==> src/tkar_pkg.sv <==
package tkar_pkg;

    // Field widths of one event.
    localparam int TYPE_W  = 16;
    localparam int CODE_W  = 16;
    localparam int VALUE_W = 32;
    localparam int STAMP_W = 64;
    localparam int DATA_W  = TYPE_W + CODE_W + VALUE_W + STAMP_W;

    // Configuration registers.
    localparam int KEY_W = 10;
    localparam int IDX_W = 2;

    localparam logic [IDX_W-1:0] CFG_PHYS_A = 2'd0;
    localparam logic [IDX_W-1:0] CFG_PHYS_B = 2'd1;
    localparam logic [IDX_W-1:0] CFG_VIRT_A = 2'd2;
    localparam logic [IDX_W-1:0] CFG_VIRT_B = 2'd3;

    // Default key codes.
    localparam logic [KEY_W-1:0] KEY_Z   = 10'd44;
    localparam logic [KEY_W-1:0] KEY_X   = 10'd45;
    localparam logic [KEY_W-1:0] KEY_F13 = 10'd183;
    localparam logic [KEY_W-1:0] KEY_F14 = 10'd184;

    // Event types and codes.
    localparam logic [TYPE_W-1:0]  TYPE_SYN  = 16'd0;
    localparam logic [TYPE_W-1:0]  TYPE_KEY  = 16'd1;
    localparam logic [TYPE_W-1:0]  TYPE_MSC  = 16'd4;
    localparam logic [CODE_W-1:0]  CODE_SCAN = 16'd4;
    localparam logic [VALUE_W-1:0] VAL_RELEASE = 32'd0;
    localparam logic [VALUE_W-1:0] VAL_PRESS   = 32'd1;
    localparam logic [VALUE_W-1:0] VAL_REPEAT  = 32'd2;

    // Beat index within one input item (up to three results).
    localparam int BEAT_W = 2;
    localparam logic [BEAT_W-1:0] BEAT_RELEASE = 2'd0;
    localparam logic [BEAT_W-1:0] BEAT_SYNC    = 2'd1;

    typedef struct packed {
        logic [STAMP_W-1:0] ev_stamp;
        logic signed [VALUE_W-1:0] ev_value;
        logic [CODE_W-1:0]  ev_code;
        logic [TYPE_W-1:0]  ev_type;
    } t_event;

    // Effective key codes after the zero-register substitution.
    typedef struct packed {
        logic [KEY_W-1:0] phys_a;
        logic [KEY_W-1:0] phys_b;
        logic [KEY_W-1:0] virt_a;
        logic [KEY_W-1:0] virt_b;
    } t_keys;

    // One result beat as produced by the core.
    typedef struct packed {
        t_event ev;
        logic   click;
        logic   last;
        logic   drop;
    } t_beat;

endpackage

==> src/tkar_cfg.sv <==
module tkar_cfg (
    input  logic                        i_clk,
    input  logic                        i_rst_n,
    input  logic                        i_cfg_we,
    input  logic [tkar_pkg::IDX_W-1:0]  i_cfg_idx,
    input  logic [tkar_pkg::KEY_W-1:0]  i_cfg_wdata,
    output tkar_pkg::t_keys             o_keys
);

    logic [tkar_pkg::KEY_W-1:0] r_phys_a;
    logic [tkar_pkg::KEY_W-1:0] r_phys_b;
    logic [tkar_pkg::KEY_W-1:0] r_virt_a;
    logic [tkar_pkg::KEY_W-1:0] r_virt_b;
    logic [tkar_pkg::KEY_W-1:0] n_phys_a;
    logic [tkar_pkg::KEY_W-1:0] n_phys_b;

    // Register writes.
    always_ff @(posedge i_clk) begin
        if (!i_rst_n) begin
            r_phys_a <= tkar_pkg::KEY_Z;
            r_phys_b <= tkar_pkg::KEY_X;
            r_virt_a <= tkar_pkg::KEY_F13;
            r_virt_b <= tkar_pkg::KEY_F14;
        end else if (i_cfg_we) begin
            unique case (i_cfg_idx)
                tkar_pkg::CFG_PHYS_A: r_phys_a <= i_cfg_wdata;
                tkar_pkg::CFG_PHYS_B: r_phys_b <= i_cfg_wdata;
                tkar_pkg::CFG_VIRT_A: r_virt_a <= i_cfg_wdata;
                tkar_pkg::CFG_VIRT_B: r_virt_b <= i_cfg_wdata;
                default: ;
            endcase
        end
    end

    // A zero register falls back to its default; a zero virtual key follows
    // the physical key.
    always_comb begin
        n_phys_a = (r_phys_a != '0) ? r_phys_a : tkar_pkg::KEY_Z;
        n_phys_b = (r_phys_b != '0) ? r_phys_b : tkar_pkg::KEY_X;
        o_keys.phys_a = n_phys_a;
        o_keys.phys_b = n_phys_b;
        o_keys.virt_a = (r_virt_a != '0) ? r_virt_a : n_phys_a;
        o_keys.virt_b = (r_virt_b != '0) ? r_virt_b : n_phys_b;
    end

endmodule

==> src/tkar_core.sv <==
module tkar_core (
    input  logic                        i_clk,
    input  logic                        i_rst_n,
    input  tkar_pkg::t_event            i_item,
    input  logic [tkar_pkg::BEAT_W-1:0] i_idx,
    input  tkar_pkg::t_keys             i_keys,
    input  logic                        i_retire,
    output tkar_pkg::t_beat             o_beat
);

    logic r_a_down;
    logic r_b_down;
    logic r_active_a;
    logic n_a_down;
    logic n_b_down;
    logic n_active_a;

    logic                         is_scan;
    logic                         hit_a;
    logic                         hit_b;
    logic                         is_phys;
    logic                         is_repeat;
    logic                         is_odd_value;
    logic                         press;
    logic [1:0]                   sum;
    logic                         is_lone;
    logic                         is_final;
    logic [tkar_pkg::KEY_W-1:0]   act_key;
    logic [tkar_pkg::KEY_W-1:0]   other_key;
    logic [tkar_pkg::KEY_W-1:0]   lone_key;
    logic [tkar_pkg::KEY_W-1:0]   oc;

    // Classify the event against the two physical keys.
    always_comb begin
        is_scan  = (i_item.ev_type == tkar_pkg::TYPE_MSC) &&
                   (i_item.ev_code == tkar_pkg::CODE_SCAN);
        hit_a    = (i_item.ev_code == {{(tkar_pkg::CODE_W-tkar_pkg::KEY_W){1'b0}},
                                       i_keys.phys_a});
        hit_b    = (i_item.ev_code == {{(tkar_pkg::CODE_W-tkar_pkg::KEY_W){1'b0}},
                                       i_keys.phys_b});
        is_phys  = (i_item.ev_type == tkar_pkg::TYPE_KEY) && (hit_a || hit_b);
        is_repeat    = (i_item.ev_value == tkar_pkg::VAL_REPEAT);
        is_odd_value = (i_item.ev_value[tkar_pkg::VALUE_W-1:1] != '0);
        press    = i_item.ev_value[0];

        // Key levels after this event; the first key wins on a double match.
        n_a_down = hit_a ? press : r_a_down;
        n_b_down = hit_a ? r_b_down : press;
        sum      = {1'b0, n_a_down} + {1'b0, n_b_down} + {1'b0, press};
        is_lone  = (sum == 2'd2);
        is_final = (sum == 2'd0);

        act_key   = r_active_a ? i_keys.virt_a : i_keys.virt_b;
        other_key = r_active_a ? i_keys.virt_b : i_keys.virt_a;
        lone_key  = hit_a ? i_keys.virt_a : i_keys.virt_b;

        if (is_lone) begin
            n_active_a = hit_a;
        end else if (is_final) begin
            n_active_a = 1'b0;
        end else begin
            n_active_a = !r_active_a;
        end
    end

    // Build the result beat selected by the beat index.
    always_comb begin
        o_beat.ev    = i_item;
        o_beat.click = 1'b0;
        o_beat.last  = 1'b1;
        o_beat.drop  = 1'b0;
        oc           = act_key;
        if (is_scan) begin
            o_beat.drop = 1'b1;
        end else if (!is_phys) begin
            // Pass-through event.
        end else if (is_repeat) begin
            o_beat.drop = 1'b1;
        end else if (is_odd_value) begin
            o_beat.click = (i_item.ev_code != '0);
        end else if (is_lone || is_final) begin
            oc = is_lone ? lone_key : act_key;
            o_beat.ev.ev_code = {{(tkar_pkg::CODE_W-tkar_pkg::KEY_W){1'b0}}, oc};
            o_beat.click      = (oc != '0);
        end else begin
            // Switch: release of the active key, a sync, then the other press.
            case (i_idx)
                tkar_pkg::BEAT_RELEASE: begin
                    o_beat.ev.ev_type  = tkar_pkg::TYPE_KEY;
                    o_beat.ev.ev_code  = {{(tkar_pkg::CODE_W-tkar_pkg::KEY_W){1'b0}},
                                          act_key};
                    o_beat.ev.ev_value = tkar_pkg::VAL_RELEASE;
                    o_beat.ev.ev_stamp = '0;
                    o_beat.last        = 1'b0;
                end
                tkar_pkg::BEAT_SYNC: begin
                    o_beat.ev.ev_type  = tkar_pkg::TYPE_SYN;
                    o_beat.ev.ev_code  = '0;
                    o_beat.ev.ev_value = tkar_pkg::VAL_RELEASE;
                    o_beat.ev.ev_stamp = '0;
                    o_beat.last        = 1'b0;
                end
                default: begin
                    oc = other_key;
                    o_beat.ev.ev_code  = {{(tkar_pkg::CODE_W-tkar_pkg::KEY_W){1'b0}}, oc};
                    o_beat.ev.ev_value = tkar_pkg::VAL_PRESS;
                    o_beat.click       = (oc != '0);
                end
            endcase
        end
    end

    // Key state changes only when a handled press or release retires.
    always_ff @(posedge i_clk) begin
        if (!i_rst_n) begin
            r_a_down   <= 1'b0;
            r_b_down   <= 1'b0;
            r_active_a <= 1'b0;
        end else if (i_retire && !is_scan && is_phys && !is_odd_value) begin
            r_a_down   <= n_a_down;
            r_b_down   <= n_b_down;
            r_active_a <= n_active_a;
        end
    end

endmodule

==> src/two_key_alternating_remapper.sv <==
// An accepted item is registered in the input register, and its first result
// is then registered in the output register, where an output stall holds it.
// Throughput: one item per cycle when it gives one or no result and the output
// is not stalled; a key switch gives three results and holds the input register.
// Reset: synchronous, active low; clears both valid flags, the key levels, the
// active flag and restores the default key codes.
module two_key_alternating_remapper (
    input  logic                         i_clk,
    input  logic                         i_rst_n,
    // Configuration write port.
    input  logic                         i_cfg_we,
    input  logic [tkar_pkg::IDX_W-1:0]   i_cfg_idx,
    input  logic [tkar_pkg::KEY_W-1:0]   i_cfg_wdata,
    // Input events.
    input  logic                         s_axis_tvalid,
    output logic                         s_axis_tready,
    // ev_type[15:0], ev_code[31:16], ev_value[63:32], ev_stamp[127:64]
    input  logic [tkar_pkg::DATA_W-1:0]  s_axis_tdata,
    // Output events.
    output logic                         m_axis_tvalid,
    input  logic                         m_axis_tready,
    // out_type[15:0], out_code[31:16], out_value[63:32], out_stamp[127:64]
    output logic [tkar_pkg::DATA_W-1:0]  m_axis_tdata,
    // click[0]
    output logic                         m_axis_tuser,
    output logic                         m_axis_tlast
);

    logic                          r_in_valid;
    tkar_pkg::t_event              r_in;
    logic [tkar_pkg::BEAT_W-1:0]   r_idx;
    logic                          r_out_valid;
    tkar_pkg::t_event              r_out;
    logic                          r_out_click;
    logic                          r_out_last;

    tkar_pkg::t_keys               keys;
    tkar_pkg::t_beat               beat;
    logic                          out_space;
    logic                          load;
    logic                          retire;
    logic                          in_take;

    tkar_cfg u_cfg (
        .i_clk       (i_clk),
        .i_rst_n     (i_rst_n),
        .i_cfg_we    (i_cfg_we),
        .i_cfg_idx   (i_cfg_idx),
        .i_cfg_wdata (i_cfg_wdata),
        .o_keys      (keys)
    );

    tkar_core u_core (
        .i_clk    (i_clk),
        .i_rst_n  (i_rst_n),
        .i_item   (r_in),
        .i_idx    (r_idx),
        .i_keys   (keys),
        .i_retire (retire),
        .o_beat   (beat)
    );

    // Handshake control.
    always_comb begin
        out_space     = !r_out_valid || m_axis_tready;
        load          = r_in_valid && !beat.drop && out_space;
        retire        = r_in_valid && (beat.drop || (out_space && beat.last));
        s_axis_tready = !r_in_valid || retire;
        in_take       = s_axis_tvalid && s_axis_tready;
    end

    // Input register and beat counter.
    always_ff @(posedge i_clk) begin
        if (!i_rst_n) begin
            r_in_valid <= 1'b0;
            r_idx      <= '0;
        end else begin
            if (in_take) begin
                r_in_valid <= 1'b1;
            end else if (retire) begin
                r_in_valid <= 1'b0;
            end
            if (retire) begin
                r_idx <= '0;
            end else if (load) begin
                r_idx <= r_idx + 2'd1;
            end
        end
    end

    always_ff @(posedge i_clk) begin
        if (in_take) begin
            r_in <= s_axis_tdata;
        end
    end

    // Output register.
    always_ff @(posedge i_clk) begin
        if (!i_rst_n) begin
            r_out_valid <= 1'b0;
        end else if (load) begin
            r_out_valid <= 1'b1;
        end else if (m_axis_tready) begin
            r_out_valid <= 1'b0;
        end
    end

    always_ff @(posedge i_clk) begin
        if (load) begin
            r_out       <= beat.ev;
            r_out_click <= beat.click;
            r_out_last  <= beat.last;
        end
    end

    assign m_axis_tvalid = r_out_valid;
    assign m_axis_tdata  = r_out;
    assign m_axis_tuser  = r_out_click;
    assign m_axis_tlast  = r_out_last;

    // The beat counter never passes the third result of a switch.
    a_idx_range: assert property (@(posedge i_clk) disable iff (!i_rst_n)
        r_idx != 2'd3)
        else $error("beat index out of range");

    // A partly emitted item stays in the input register.
    a_idx_item: assert property (@(posedge i_clk) disable iff (!i_rst_n)
        (r_idx != '0) |-> r_in_valid)
        else $error("beat index set without an item");

    // A newly accepted item always starts at its first result.
    a_new_item: assert property (@(posedge i_clk) disable iff (!i_rst_n)
        in_take |=> (r_idx == '0))
        else $error("new item does not start at first beat");

    // Injected release and sync beats never carry a click.
    a_click_last: assert property (@(posedge i_clk) disable iff (!i_rst_n)
        (r_out_valid && !r_out_last) |-> !r_out_click)
        else $error("click on an injected beat");

endmodule

==> config.mk <==
export PLATFORM = sky130hd
export DESIGN_NAME = two_key_alternating_remapper
export DESIGN_NICKNAME = d
export VERILOG_FILES = /design/src/tkar_pkg.sv /design/src/tkar_cfg.sv /design/src/tkar_core.sv /design/src/two_key_alternating_remapper.sv
export SDC_FILE = /design/constraint.sdc
export NUM_CORES = 1
export LEC_CHECK = 0
export BUFFER_PORTS_ARGS = -buffer_cell sky130_fd_sc_hd__buf_2
export CORE_MARGIN = 3
export CORE_UTILIZATION = 48
export CTS_CLUSTER_SIZE = 10
export DETAILED_ROUTE_END_ITERATION = 7
export PLACE_DENSITY = 0.8
export SETUP_SLACK_MARGIN = 0.02
export SYNTH_ARGS = -nofsm -noshare
export SYNTH_HDL_FRONTEND = slang
export SYNTH_SLANG_ARGS = --single-unit
==> constraint.sdc <==
create_clock -name i_clk -period 8.1 [get_ports i_clk]
set_input_delay 0.81 -clock i_clk [delete_from_list [all_inputs] [get_ports i_clk]]
set_output_delay 0.81 -clock i_clk [all_outputs]
set_load 0.02 [all_outputs]
Yosys cells after proc, flatten, opt, wreduce, memory -nomap -nowiden. Cells that the tools add are included.

Logic and storage cells: 111. Output and inout port bits: 132. Input bits: 145. Register bits after elaboration: 305.

Equality and inequality tests: 11. Muxes and demuxes: 34. $add $sub $neg: 3. Reduce and logical (&&, ||, !) cells: 41. Bitwise logic cells: 2.

Operator list (count): $mux W130 (2); $mux W131 (1); $mux W128 (1); $mux W96 (1); $mux W10 (8); $mux W64 (1); $reduce_bool A10 Y1 (6); $pmux W17 S2 (1); $eq A16 B10 Y1 (2); $eq A16 B3 Y1 const B (2); $eq A32 B2 Y1 const B (1); $mux W16 (2); $pmux W16 S2 (1); $reduce_bool A31 Y1 (1); $eq A16 B1 Y1 const B (1); $mux W1 (16); $reduce_bool A16 Y1 (1); $logic_and A1 B1 Y1 (10); $reduce_and A2 Y1 (4); $eq A2 B2 Y1 const B (3); $logic_not A1 Y1 (6); $logic_not A2 Y1 (3); $logic_or A1 B1 Y1 (5); $eq A2 B1 Y1 const B (2); 7 further kinds (10).

Longest topological paths before layout. Gate-level depths: netlist of run 1.

Depth in word-level cells: 20. Gate-level depth with buffers: 14. Depth with buffers taken out: 11.

By module. From an unflattened synthesis of run 1, not the netlist that was laid out.

Cell total of the unflattened synthesis: 845. Area total of the unflattened synthesis: 11868.9 µm².

By module, submodules not included: two_key_alternating_remapper (area each 7965.1 µm², sequential area each 7827.5 µm², times used 1, cells each 281); tkar_core (area each 2030.7 µm², sequential area each 60.1 µm², times used 1, cells each 324); tkar_cfg (area each 1873.0 µm², sequential area each 800.8 µm², times used 1, cells each 240).

Least setup slack after synthesis of run 1. No wires, ideal clock.

Path type: register to register. Start point: register u_cfg.r_phys_a[5] (netlist name). End point: register r_out, in the netlist m_axis_tdata[0] (enable). Data required time: 7479 ps. Path buffers: 1. Cell stages (with the launch flop): 9. Data arrival time: 7109 ps. Setup slack: 371 ps. Setup time: 621 ps. Period minus slack after synthesis: 7729 ps. Path through: dfxtp_1 > nor4_4 > a31oi_1 > o2111ai_1 > a221o_1 > buf_6 > o221a_2 > nand2_1 > nor2_1.

Longest elaborated chain between the ends: 10.

Ends and longest elaborated chain: from (decl) (RTL line tkar_cfg.sv:10) `logic [tkar_pkg::KEY_W-1:0] r_phys_a;`; from (signal assigned) (RTL line tkar_cfg.sv:20) `r_phys_a <= tkar_pkg::KEY_Z;`; from (signal assigned) (RTL line tkar_cfg.sv:26) `tkar_pkg::CFG_PHYS_A: r_phys_a <= i_cfg_wdata;`; $reduce_bool A10 Y1 (RTL line tkar_cfg.sv:38) `n_phys_a = (r_phys_a != '0) ? r_phys_a : tkar_pkg::KEY_Z;`; $mux W10 (*) (RTL line tkar_cfg.sv:38); $eq A16 B10 Y1 (*) (RTL line tkar_core.sv:37) `hit_a = (i_item.ev_code == {{(tkar_pkg::CODE_W-tkar_pkg::KEY_W){1'b0}},`; $logic_or A1 B1 Y1 (*) (RTL line tkar_core.sv:41) `is_phys = (i_item.ev_type == tkar_pkg::TYPE_KEY) && (hit_a || hit_b);`; $logic_and A1 B1 Y1 (*) (RTL line tkar_core.sv:41); $mux W131 (*) (RTL line tkar_core.sv:75) `end else if (!is_phys) begin`; $mux W1 (*) (RTL line tkar_core.sv:73) `if (is_scan) begin`; $logic_not A1 Y1 (*) (RTL line two_key_alternating_remapper.sv:66) `load = r_in_valid && !beat.drop && out_space;`; $logic_and A1 B1 Y1 (*) (2 in series) (RTL line two_key_alternating_remapper.sv:66); via load (RTL line two_key_alternating_remapper.sv:40) `logic load;`; to (signal assigned) (RTL line two_key_alternating_remapper.sv:110) `r_out <= beat.ev;`; to (decl) (RTL line two_key_alternating_remapper.sv:33) `tkar_pkg::t_event r_out;`.

The timed path passes the listed nets; every way through them passes the cells marked *. A chain may end at the register's enable or synchronous reset.

Final worst setup path of run 1.
Start point: register r_in[29] (netlist name). End point: output port s_axis_tready.

Longest elaborated chain between the ends: 15. Elaborated cells on any way between the ends: 23. Those cells by class: 2 x add/sub; 4 x eq/ne; 8 x mux; 9 x reduce/logical.

Ends and longest elaborated chain: from (decl) (RTL line two_key_alternating_remapper.sv:30) `tkar_pkg::t_event r_in;`; from (signal assigned) (RTL line two_key_alternating_remapper.sv:93) `r_in <= s_axis_tdata;`; $eq A16 B10 Y1 (RTL line tkar_core.sv:37); $mux W1 (on tied branches) (RTL line tkar_core.sv:47, tkar_core.sv:48); $add A1 B1 Y2 (RTL line tkar_core.sv:49) `sum = {1'b0, n_a_down} + {1'b0, n_b_down} + {1'b0, press};`; $add A2 B1 Y2 (RTL line tkar_core.sv:49); $eq A2 B2 Y1 / $logic_not A2 Y1 (equally long branches) (RTL line tkar_core.sv:50, tkar_core.sv:51); $logic_or A1 B1 Y1 (RTL line tkar_core.sv:81) `end else if (is_lone || is_final) begin`; $mux W1 (RTL line tkar_core.sv:81); $mux W1 (RTL line tkar_core.sv:79) `end else if (is_odd_value) begin`; $mux W130 (RTL line tkar_core.sv:77) `end else if (is_repeat) begin`; $mux W131 (RTL line tkar_core.sv:75); $mux W130 (RTL line tkar_core.sv:73); $logic_and A1 B1 Y1 (RTL line two_key_alternating_remapper.sv:67) `retire = r_in_valid && (beat.drop || (out_space && beat.last));`; $logic_or A1 B1 Y1 (*) (RTL line two_key_alternating_remapper.sv:67); $logic_and A1 B1 Y1 (*) (RTL line two_key_alternating_remapper.sv:67); $logic_or A1 B1 Y1 (*) (RTL line two_key_alternating_remapper.sv:68) `s_axis_tready = !r_in_valid || retire;`; to (decl) (RTL line two_key_alternating_remapper.sv:16) `output logic s_axis_tready,`.

Mark *: on every way between the ends. The rest lies on a longest branch, timed or not.

==> metrics.txt, run 1 <==
Top delay family on crit path=simple AND/OR/NAND/NOR gates; FF+latch count, synth=305; register area share after synthesis=73.3%; Internal=0.00272 W; cell row count=56; Slew Viols, Final=0; routability cong.=0.947; initial antenna violation count=6; post-synthesis mux area share=1.28%; first-pass GRT wire length=41.3 mm; MaxCap Viol Count=0; fillcell total=1,820; total power=0.00348 W; share of layout cells above drive strength 1=31.1%; pwr dens=242 nW/µm²; post-CTS sizing=0; die area=26,600 µm²; Num CTS Buffers=36; vias per cell=5.35; CP Data Required Time=7290 ps; core area=23,900 µm²; EDFF count, synth=258; Die Wd=163 µm; Cells after Synth=860; initial core utilization=49.6%; Sink Count=305; status=finished clean; Clock Tree Buf Depth=3; fin area=14,400 µm²; slowest stage delay, CP=710 ps; CTS hold repair buffers=0; critical path capture point type=output pin; RSZ-0062 raised after global routing=no; Simple-Gate Fraction of Synth Area=12.7%; Setup Buffers After CTS=0; syn_area_per_cell=13.8 µm²; worst slew pin tran=1060 ps; post-synth top area share=65.4%; f_max=165 MHz; largest family of logic cells by synthesized area=simple AND/OR/NAND/NOR gates; main flop type after synthesis=edfxtp_1; setup ws final=2030 ps; syn nets=1,008; Net Sw Power=0.000766 W; Crit Path Max Fanout=16; Total GRT Usage=20.3%; CP startpoint=r_in[29]; Congestion Overflow GR=0; vias=7,709; H-Tree Depth=2; Peak VDD IR=0.183 mV; Flop pwr share=52.7%; synth unique cells=64; hold path startpoint=r_in[14]; hold_ws=444 ps; Pleak=5.46 nW; largest net degree at the start of global routing=79; Final min period=6070 ps; path type of the worst setup path=register to output pin; period utilization=74.9%; largest cells by area after synthesis=edfxtp_1, dfxtp_1, nor2b_1, nand2_1, clkbuf_1; DR DRC count=0; crit path launch type=register; WL/cell=19.4 µm; pre-CTS WS=2390 ps; Die H=163 µm; Synth area leader=edfxtp_1; crit path DAT=5260 ps; final setup TNS=0 ps; Clock transition at path regs=50 ps; final WL=28.0 mm; Post-DP Area=13,300 µm²; Comb pwr share=6.7%; Setup-failing EPs final=0; Final Hold Vio Count=0; YS warnings=0; power share of the clock group=40.6%; Clock Latency Late Sink=510 ps; HP Class=register to register; CP Cell Sequence=or4_1, nor3_1, o2111ai_1, a221o_1, mux2i_1, fa_1, nor2_1, nand4_1, o22ai_1, nor2_1, or2_2, buf_2; Layout area overhead=21.4%; root buf cell=clkbuf_16; Switching Fraction=22.0%; Adder-Cell Fraction of Synth Area=0.380%; Crit path top cell by count=nor2_1; antenna-violating nets left=0; ys async rst share=0%; top-count cell post-synth=edfxtp_1; DRT iter0 DRCs=749; hpwl dp=20.0 mm; CP bufs+invs=1; Slowest cell on crit path=fa_1; fin nets=1,241; DRT Pass-1 Iters=5; most frequent cells after synthesis=edfxtp_1, nand2_1, clkbuf_1; Compound-Gate Fraction of Synth Area=7.86%; Synth Area in XOR/XNOR=1.18%; clk_skew=19.9 ps; Mapped Area=11,900 µm²; vias in the first global route=7,375; CTS tree=done; Port Buffer Count=276; worst rel slew slack=29.4%; Ports=277; Reg2Reg Launch Point=r_in[29]
-- cell type report --
| type | instances | area, µm² | area share (%) |
|---|---|---|---|
| inverters | 13 | 48.8 | 0.339 |
| well taps | 319 | 399 | 2.77 |
| clock inverters | 4 | 48.8 | 0.339 |
| clock buffers | 56 | 986 | 6.85 |
| multi-input cells | 456 | 2790 | 19.4 |
| repair buffers | 281 | 1420 | 9.85 |
| flip-flops and latches | 305 | 8690 | 60.3 |
| diodes | 6 | 15.0 | 0.104 |
-- layer usage --
layer	wire (µm)	vias to the layer above	GRT usage, %
met5	13	-	0
met4	885	2	7.23
met3	2680	65	5.12
met2	13700	374	33.5
met1	10700	3631	26.1
li1	-	3637	-
-- metrics by stage --
| stage | util (%) | instances |
|---|---|---|
| 2_1_floorplan | - | 860 |
| 3_3_place_gp | 55.9 | 1374 |
| 3_5_place_dp | 55.9 | 1374 |
| 4_1_cts | 60.2 | 1434 |
| 5_1_grt | 60.2 | 1439 |
| 6_report | 60.3 | 1440 |
-- layout by cell type, fill, tap and decap left out, types with 10 or more instances in the layout --
cell and n:
nor4_1 19, nand3_1 26, edfxtp_1 258, o21ai_0 10, inv_1 12, clkbuf_1 19
a21oi_1 43, nand2_1 95, nand4_1 10, nor2_1 32, buf_2 276, nor2b_1 65
clkbuf_16 36, dfxtp_1 47
-- registers in the layout, indices dropped and copies added (netlist names) --
register	count
u_cfg.r_phys_a	10
u_cfg.r_phys_b	10
r_in_valid	1
m_axis_tvalid	1
u_core.r_a_down	1
r_in	128
m_axis_tdata	128
u_cfg.r_virt_b	10
r_idx	2
m_axis_tlast	1
u_cfg.r_virt_a	10
u_core.r_b_down	1
u_core.r_active_a	1
m_axis_tuser	1
-- worst register-to-register path: stages (launching register included) --
cell	delay, ps
edfxtp_1	370
or4_1	540
nor3_1	660
o2111ai_1	250
a221o_1	470
mux2i_1	210
fa_1	940
nor2_1	240
nand4_1	150
o22ai_1	130
nor2_1	240
o21a_4	730
buf_4	580
-- kinds of logic (layout without fill, tap and decap cells) --
logic type | Yosys count | in the layout
other | 0 | 6
buffers and inverters | 99 | 354
flip-flops | 305 | 305
XOR/XNOR | 16 | 16
AND/OR/NAND/NOR | 289 | 289
multiplexers | 13 | 13
adder cells (fa/ha/maj) | 3 | 3
AO/OA/AOI/OAI | 135 | 135
-- power by group through the flow --
stage	combinational, W	sequential [W]	clock (W)
3_5_place_dp	0.000233	0.00187	0
2_1_floorplan	0.000103	0.00190	0
3_3_place_gp	0.000228	0.00186	0
6_report	0.000233	0.00184	0.00141
4_1_cts	0.000234	0.00184	0.00145
5_1_grt	0.000254	0.00184	0.00153
-- final timing paths --
kind                                          to  cells after the start  slack (ps)
worst max-delay path               s_axis_tready                     12        2030
worst min-delay path            m_axis_tdata[14]                      0         440
worst max register to register          r_in[10]                     12        2240
worst min register to register  m_axis_tdata[14]                      0         440
Power figures use the tool's default switching activity.
==> run 2: changes to the inputs <==
--- a/config.mk
+++ b/config.mk
@@ -7,10 +7,10 @@
 export LEC_CHECK = 0
 export BUFFER_PORTS_ARGS = -buffer_cell sky130_fd_sc_hd__buf_2
 export CORE_MARGIN = 3
-export CORE_UTILIZATION = 48
+export CORE_UTILIZATION = 54
 export CTS_CLUSTER_SIZE = 10
 export DETAILED_ROUTE_END_ITERATION = 7
-export PLACE_DENSITY = 0.8
+export PLACE_DENSITY = 0.85
 export SETUP_SLACK_MARGIN = 0.02
 export SYNTH_ARGS = -nofsm -noshare
 export SYNTH_HDL_FRONTEND = slang
==> constraint.sdc (replaced) <==
create_clock -name i_clk -period 5.8 [get_ports i_clk]
set_input_delay 0.58 -clock i_clk [delete_from_list [all_inputs] [get_ports i_clk]]
set_output_delay 0.58 -clock i_clk [all_outputs]
set_load 0.02 [all_outputs]
==> run 2 against run 1 <==
Against the previous run: critical endpoint unchanged; die area decreased by 11%; largest power group unchanged; highest routed layer unchanged; routed wire length increased by 1.0%; register-to-register slack got worse by 1100 ps.
==> metrics.txt, run 2 (synthesis results as in run 1) <==
clk_skew=18.5 ps; CP bufs+invs=1; R2R depth=12; Setup-failing EPs final=0; FF-to-FF setup slack=1150 ps; DRT iter0 DRCs=731; fillcell total=1,441; Clock transition at path regs=50 ps; Peak VDD IR=0.262 mV; Sink Count=305; final setup TNS=0 ps; Worst Setup EP=s_axis_tready; CP startpoint=r_in[29]; WL/cell=20.4 µm; crit path DAT=4640 ps; initial antenna violation count=5; Setup Buffers After CTS=0; Pleak=5.46 nW; vias per cell=5.76; CP Data Required Time=5220 ps; Num CTS Buffers=36; RSZ-0062 raised after global routing=no; Post-DP Area=13,300 µm²; fin util=67.3%; critical path depth=12; initial core utilization=55.7%; MaxCap Viol Count=0; vias in the first global route=7,597; HP Class=input pin to register; Clock Latency Late Sink=510 ps; worst slew pin tran=1210 ps; fin nets=1,242; Die Wd=154 µm; fin area=14,300 µm²; core area=21,300 µm²; Crit path top cell by count=nor2_1; period utilization=90.0%; path type of the worst setup path=register to output pin; worst rel slew slack=18.9%; Final Hold Vio Count=0; root buf cell=clkbuf_16; antenna-violating nets left=0; hpwl dp=20.1 mm; commonest non-fill, non-tap cells in the layout=buf_2, edfxtp_1, nand2_1, nor2b_1, dfxtp_1; DRT Pass-1 Iters=6; FF-to-FF End=r_in[76]; pre-CTS WS=1160 ps; Slowest cell on crit path=or4_1; Port Buffer Count=276; CTS hold repair buffers=0; die area=23,800 µm²; Slew Viols, Final=0; total power=0.00481 W; commonest non-fill, non-tap cell in the layout=buf_2; Crit Path Max Fanout=7; Ports=277; f_max=192 MHz; final WL=28.2 mm; Reg2Reg Launch Point=r_in[29]; CTS tree=done; routability cong.=0.921; crit path launch type=register; slowest stage delay, CP=550 ps; CP Cell Sequence=or4_1, nor3_1, o2111ai_1, a221o_1, mux2i_1, fa_1, nor2_1, nand4_1, o22ai_1, nor2_1, or2_2, buf_2; cell row count=53; status=finished clean; setup ws final=579 ps; Layout area overhead=20.8%; critical path capture point type=output pin; vias=7,952; post-CTS sizing=0; Congestion Overflow GR=0; Die H=154 µm; largest net degree at the start of global routing=88; share of layout cells above drive strength 1=31.6%; DR DRC count=0; Final min period=5220 ps; Top delay family on crit path=simple AND/OR/NAND/NOR gates; H-Tree Depth=2; pwr dens=336 nW/µm²; Clock Tree Buf Depth=3; Total GRT Usage=22.6%; first-pass GRT wire length=41.9 mm
[run 2: changes by cell type in the layout (fill, tap and decap cells not counted)]
cell | previous run | this run
buf_4 | 5 | 4
clkinv_1 | 1 | 0
diode_2 | 6 | 4
buf_12 | 0 | 2
clkbuf_1 | 19 | 6
[run 2: through the flow]
step	hold WS [ps]	instances
2_1_floorplan	444	860
3_3_place_gp	424	1331
3_5_place_dp	438	1331
4_1_cts	218	1377
5_1_grt	227	1381
6_report	239	1381
[run 2: worst min path at each step]
stage | depth (start not counted) | end | slack, ps | from
after detailed placement | 0 | m_axis_tdata[12] | 440 | r_in[12]
after CTS | 1 | r_in[20] | 220 | s_axis_tdata[20]
final | 1 | r_in[20] | 240 | s_axis_tdata[20]
after floorplan | 2 | u_cfg.r_virt_b[2] | 440 | u_cfg.r_virt_b[2]
after global placement | 0 | m_axis_tdata[30] | 420 | r_in[30]
after global routing | 1 | r_in[38] | 230 | s_axis_tdata[38]
[run 2: final cells by class]
class                   count  area (µm²)  share of cell area [%]
flip-flops and latches    305        8690                    60.7
multi-input cells         456        2790                    19.5
repair buffers            282        1450                    10.1
clock buffers              43         937                    6.55
well taps                 275         344                    2.40
inverters                  13        48.8                   0.341
clock inverters             3        45.0                   0.315
diodes                      4        10.0                  0.0699
[run 2: metal layers]
metal  wire length, µm  vias to the layer above  global-route usage [%]
li1                  -                     3616                       -
met1             10800                     3827                    30.0
met2             14000                      443                    37.3
met3              2780                       64                    5.57
met4               716                        2                    7.11
met5                13                        -                       0
[run 2: worst reg2reg max path, delay by kind of cell, from the launching register on]
| family | cells | cell delay (ps) |
|---|---|---|
| buf+inv | 1 | 310 |
| mux | 1 | 310 |
| simple gates | 5 | 1550 |
| fa+ha+maj | 1 | 480 |
| flops | 1 | 380 |
| compound gates | 4 | 1350 |
[run 2: where the power goes]
part | switching [W] | internal (W) | leakage (nW) | total (W)
clock network | 0.000776 | 0.00113 | 0.479 | 0.00191
logic | 0.000213 | 0.000118 | 2.13 | 0.000331
registers | 0.0000569 | 0.00251 | 2.85 | 0.00257
total | 0.00105 | 0.00376 | 5.46 | 0.00481
==> run 3: changes to the inputs <==
--- a/config.mk
+++ b/config.mk
@@ -5,6 +5,7 @@
 export SDC_FILE = /design/constraint.sdc
 export NUM_CORES = 1
 export LEC_CHECK = 0
+export ABC_AREA = 1
 export BUFFER_PORTS_ARGS = -buffer_cell sky130_fd_sc_hd__buf_2
 export CORE_MARGIN = 3
 export CORE_UTILIZATION = 54
==> run 3 against run 2 <==
Against the previous run: core utilization shrank 0.43 points; via count grew 8.2%; routed wire length grew 6.6%; first-iteration DRC count shrank 8.6%; highest routed layer unchanged; sequential cell count is the same; die area grew 2.3%; synthesized area grew 2.4%; clock-buffer cell count grew 18; non-clock buffer count grew 1.
==> metrics.txt, run 3 <==
status=finished clean; Die Wd=156 µm; Slew Viols, Final=0; FF/Latch Area=8690 µm²; total power=0.00490 W; routability cong.=0.972; Synth area leader=edfxtp_1; crit path DAT=4100 ps; root buf cell=clkbuf_16; Crit Path Max Fanout=25; commonest non-fill, non-tap cells in the layout=buf_2, edfxtp_1, inv_1, nor2_1, nand2_1; Internal=0.00380 W; Switching Fraction=22.5%; initial core utilization=55.3%; vias per cell=5.30; Cells after Synth=1,069; power share of the clock group=40.5%; Layout area overhead=20.9%; HP Class=input pin to register; Net Sw Power=0.00110 W; Final min period=4680 ps; most frequent cells after synthesis=edfxtp_1, inv_1, nor2_1; post-synth top area share=63.8%; f_max=214 MHz; largest cells by area after synthesis=edfxtp_1, dfxtp_1, inv_1, nor2_1, nand2_1; Slowest cell on crit path=fa_1; main flop type after synthesis=edfxtp_1; Clock Tree Buf Depth=3; clk_skew=13.1 ps; syn nets=1,217; top-count cell post-synth=edfxtp_1; Comb pwr share=7.3%; cell row count=54; register area share after synthesis=71.6%; syn_area_per_cell=11.4 µm²; Congestion Overflow GR=0; Top delay family on crit path=simple AND/OR/NAND/NOR gates; first-pass GRT wire length=45.3 mm; multi-input logic area=2530 µm²; largest net degree at the start of global routing=100; CTS tree=done; Flop pwr share=52.2%; Setup Buffers After CTS=0; Ports=277; final WL=30.1 mm; Final Hold Vio Count=0; YS warnings=0; fillcell total=1,588; Die H=156 µm; Num CTS Buffers=36; die area=24,300 µm²; path type of the worst setup path=register to output pin; worst rel slew slack=28.1%; vias=8,601; H-Tree Depth=2; CP bufs+invs=3; MaxCap Viol Count=0; CTS hold repair buffers=0; commonest non-fill, non-tap cell in the layout=buf_2; initial antenna violation count=6; slowest stage delay, CP=510 ps; crit path launch type=register; FF+latch count, synth=305; Total GRT Usage=24.1%; ys async rst share=0%; EDFF count, synth=258; Pleak=6.16 nW; hpwl dp=21.5 mm; critical path capture point type=output pin; post-CTS sizing=0; Clock transition at path regs=60 ps; worst slew pin tran=1070 ps; Setup-failing EPs final=0; Mapped Area=12,100 µm²; core area=22,000 µm²; hold_ws=246 ps; vias in the first global route=8,468; CP Data Required Time=5220 ps; RSZ-0062 raised after global routing=no; Port Buffer Count=276; Peak VDD IR=0.227 mV; fin nets=1,460; final setup TNS=0 ps; Sink Count=305; period utilization=80.7%; DR DRC count=0; DRT iter0 DRCs=668; synth unique cells=40; CP Cell Sequence=xnor2_1, nand2_1, nor2_1, nand3b_1, nor2_1, nand3_2, o21ai_0, inv_1, fa_1, buf_4, nor2_1, nor3_1, nand3_1, nand2_1, nand2_1, buf_2; antenna-violating nets left=0; Clock Latency Late Sink=500 ps; WL/cell=18.5 µm; DRT Pass-1 Iters=5; share of layout cells above drive strength 1=25.4%; pwr dens=334 nW/µm²
==> run 3: cell types whose count changed in the layout (fill, tap and decap cells not counted), moves of 7 or more <==
cell and change:
nor4_1 -7, a31oi_1 -8, nor2_1 +102, xor2_1 -7, clkbuf_1 +18, o211ai_1 +9
nor2b_1 -65, inv_1 +146, nand2_1 +34, o221ai_1 -8, a21oi_1 +10, nor3_1 +12
o21ai_0 +56, a22oi_1 +7
==> run 3: path summary, 6_finish.rpt <==
kind	slack (ps)	cells after the start	from	to
setup / recovery	1120	16	r_in[17]	s_axis_tready
hold / removal	250	1	s_axis_tdata[25]	r_in[25]
setup reg to reg	1490	13	r_in[17]	m_axis_tdata[105]
hold reg to reg	440	0	r_in[49]	m_axis_tdata[49]
==> run 3: logic make-up (layout without fill, tap and decap cells) <==
logic type      after synthesis  in the layout  synth area share, %
simple gates                358            358                 12.9
flops                       305            305                 71.6
buf+inv                     240            509                 7.65
fa+ha+maj                     3              3                0.371
xor+xnor                      4              4                0.289
other cells                   0              5                    0
compound gates              159            159                 7.26
==> run 3: per-layer routing <==
layer | GRT usage [%] | wire, µm | up-vias
met5 | 0 | 7 | -
met4 | 9.08 | 861 | 2
met3 | 5.30 | 2450 | 60
met2 | 40.7 | 14700 | 379
met1 | 30.7 | 12100 | 4076
li1 | - | - | 4084
==> run 3: stage by stage <==
step | cells | setup WS [ps] | instance area [µm²] | utilization (%)
finish | 1623 | 1120 | 14700 | 66.8
global route | 1623 | 678 | 14700 | 66.8
CTS | 1618 | 1140 | 14700 | 66.8
detailed placement | 1554 | 1550 | 13600 | 62.1
global placement | 1554 | 1670 | 13600 | 62.1
floorplan | 1069 | 795 | 12100 | -
==> run 3: layout make-up <==
cell class,instances,share of cell area [%]
Antenna cell,5,0.0853
Inverter,162,4.16
Clock inverter,3,0.196
Multi-Input combinational cell,524,17.3
Timing Repair Buffer,283,9.86
Sequential cell,305,59.2
Clock buffer,61,6.85
Tap cell,280,2.39
==> run 3: power by group through the flow <==
stage	Combinational [W]	Sequential (W)	Clock, W
floorplan	0.000161	0.00265	0
finish	0.000359	0.00256	0.00199
global placement	0.000350	0.00260	0
CTS	0.000359	0.00256	0.00202
detailed placement	0.000357	0.00260	0
global route	0.000395	0.00257	0.00211
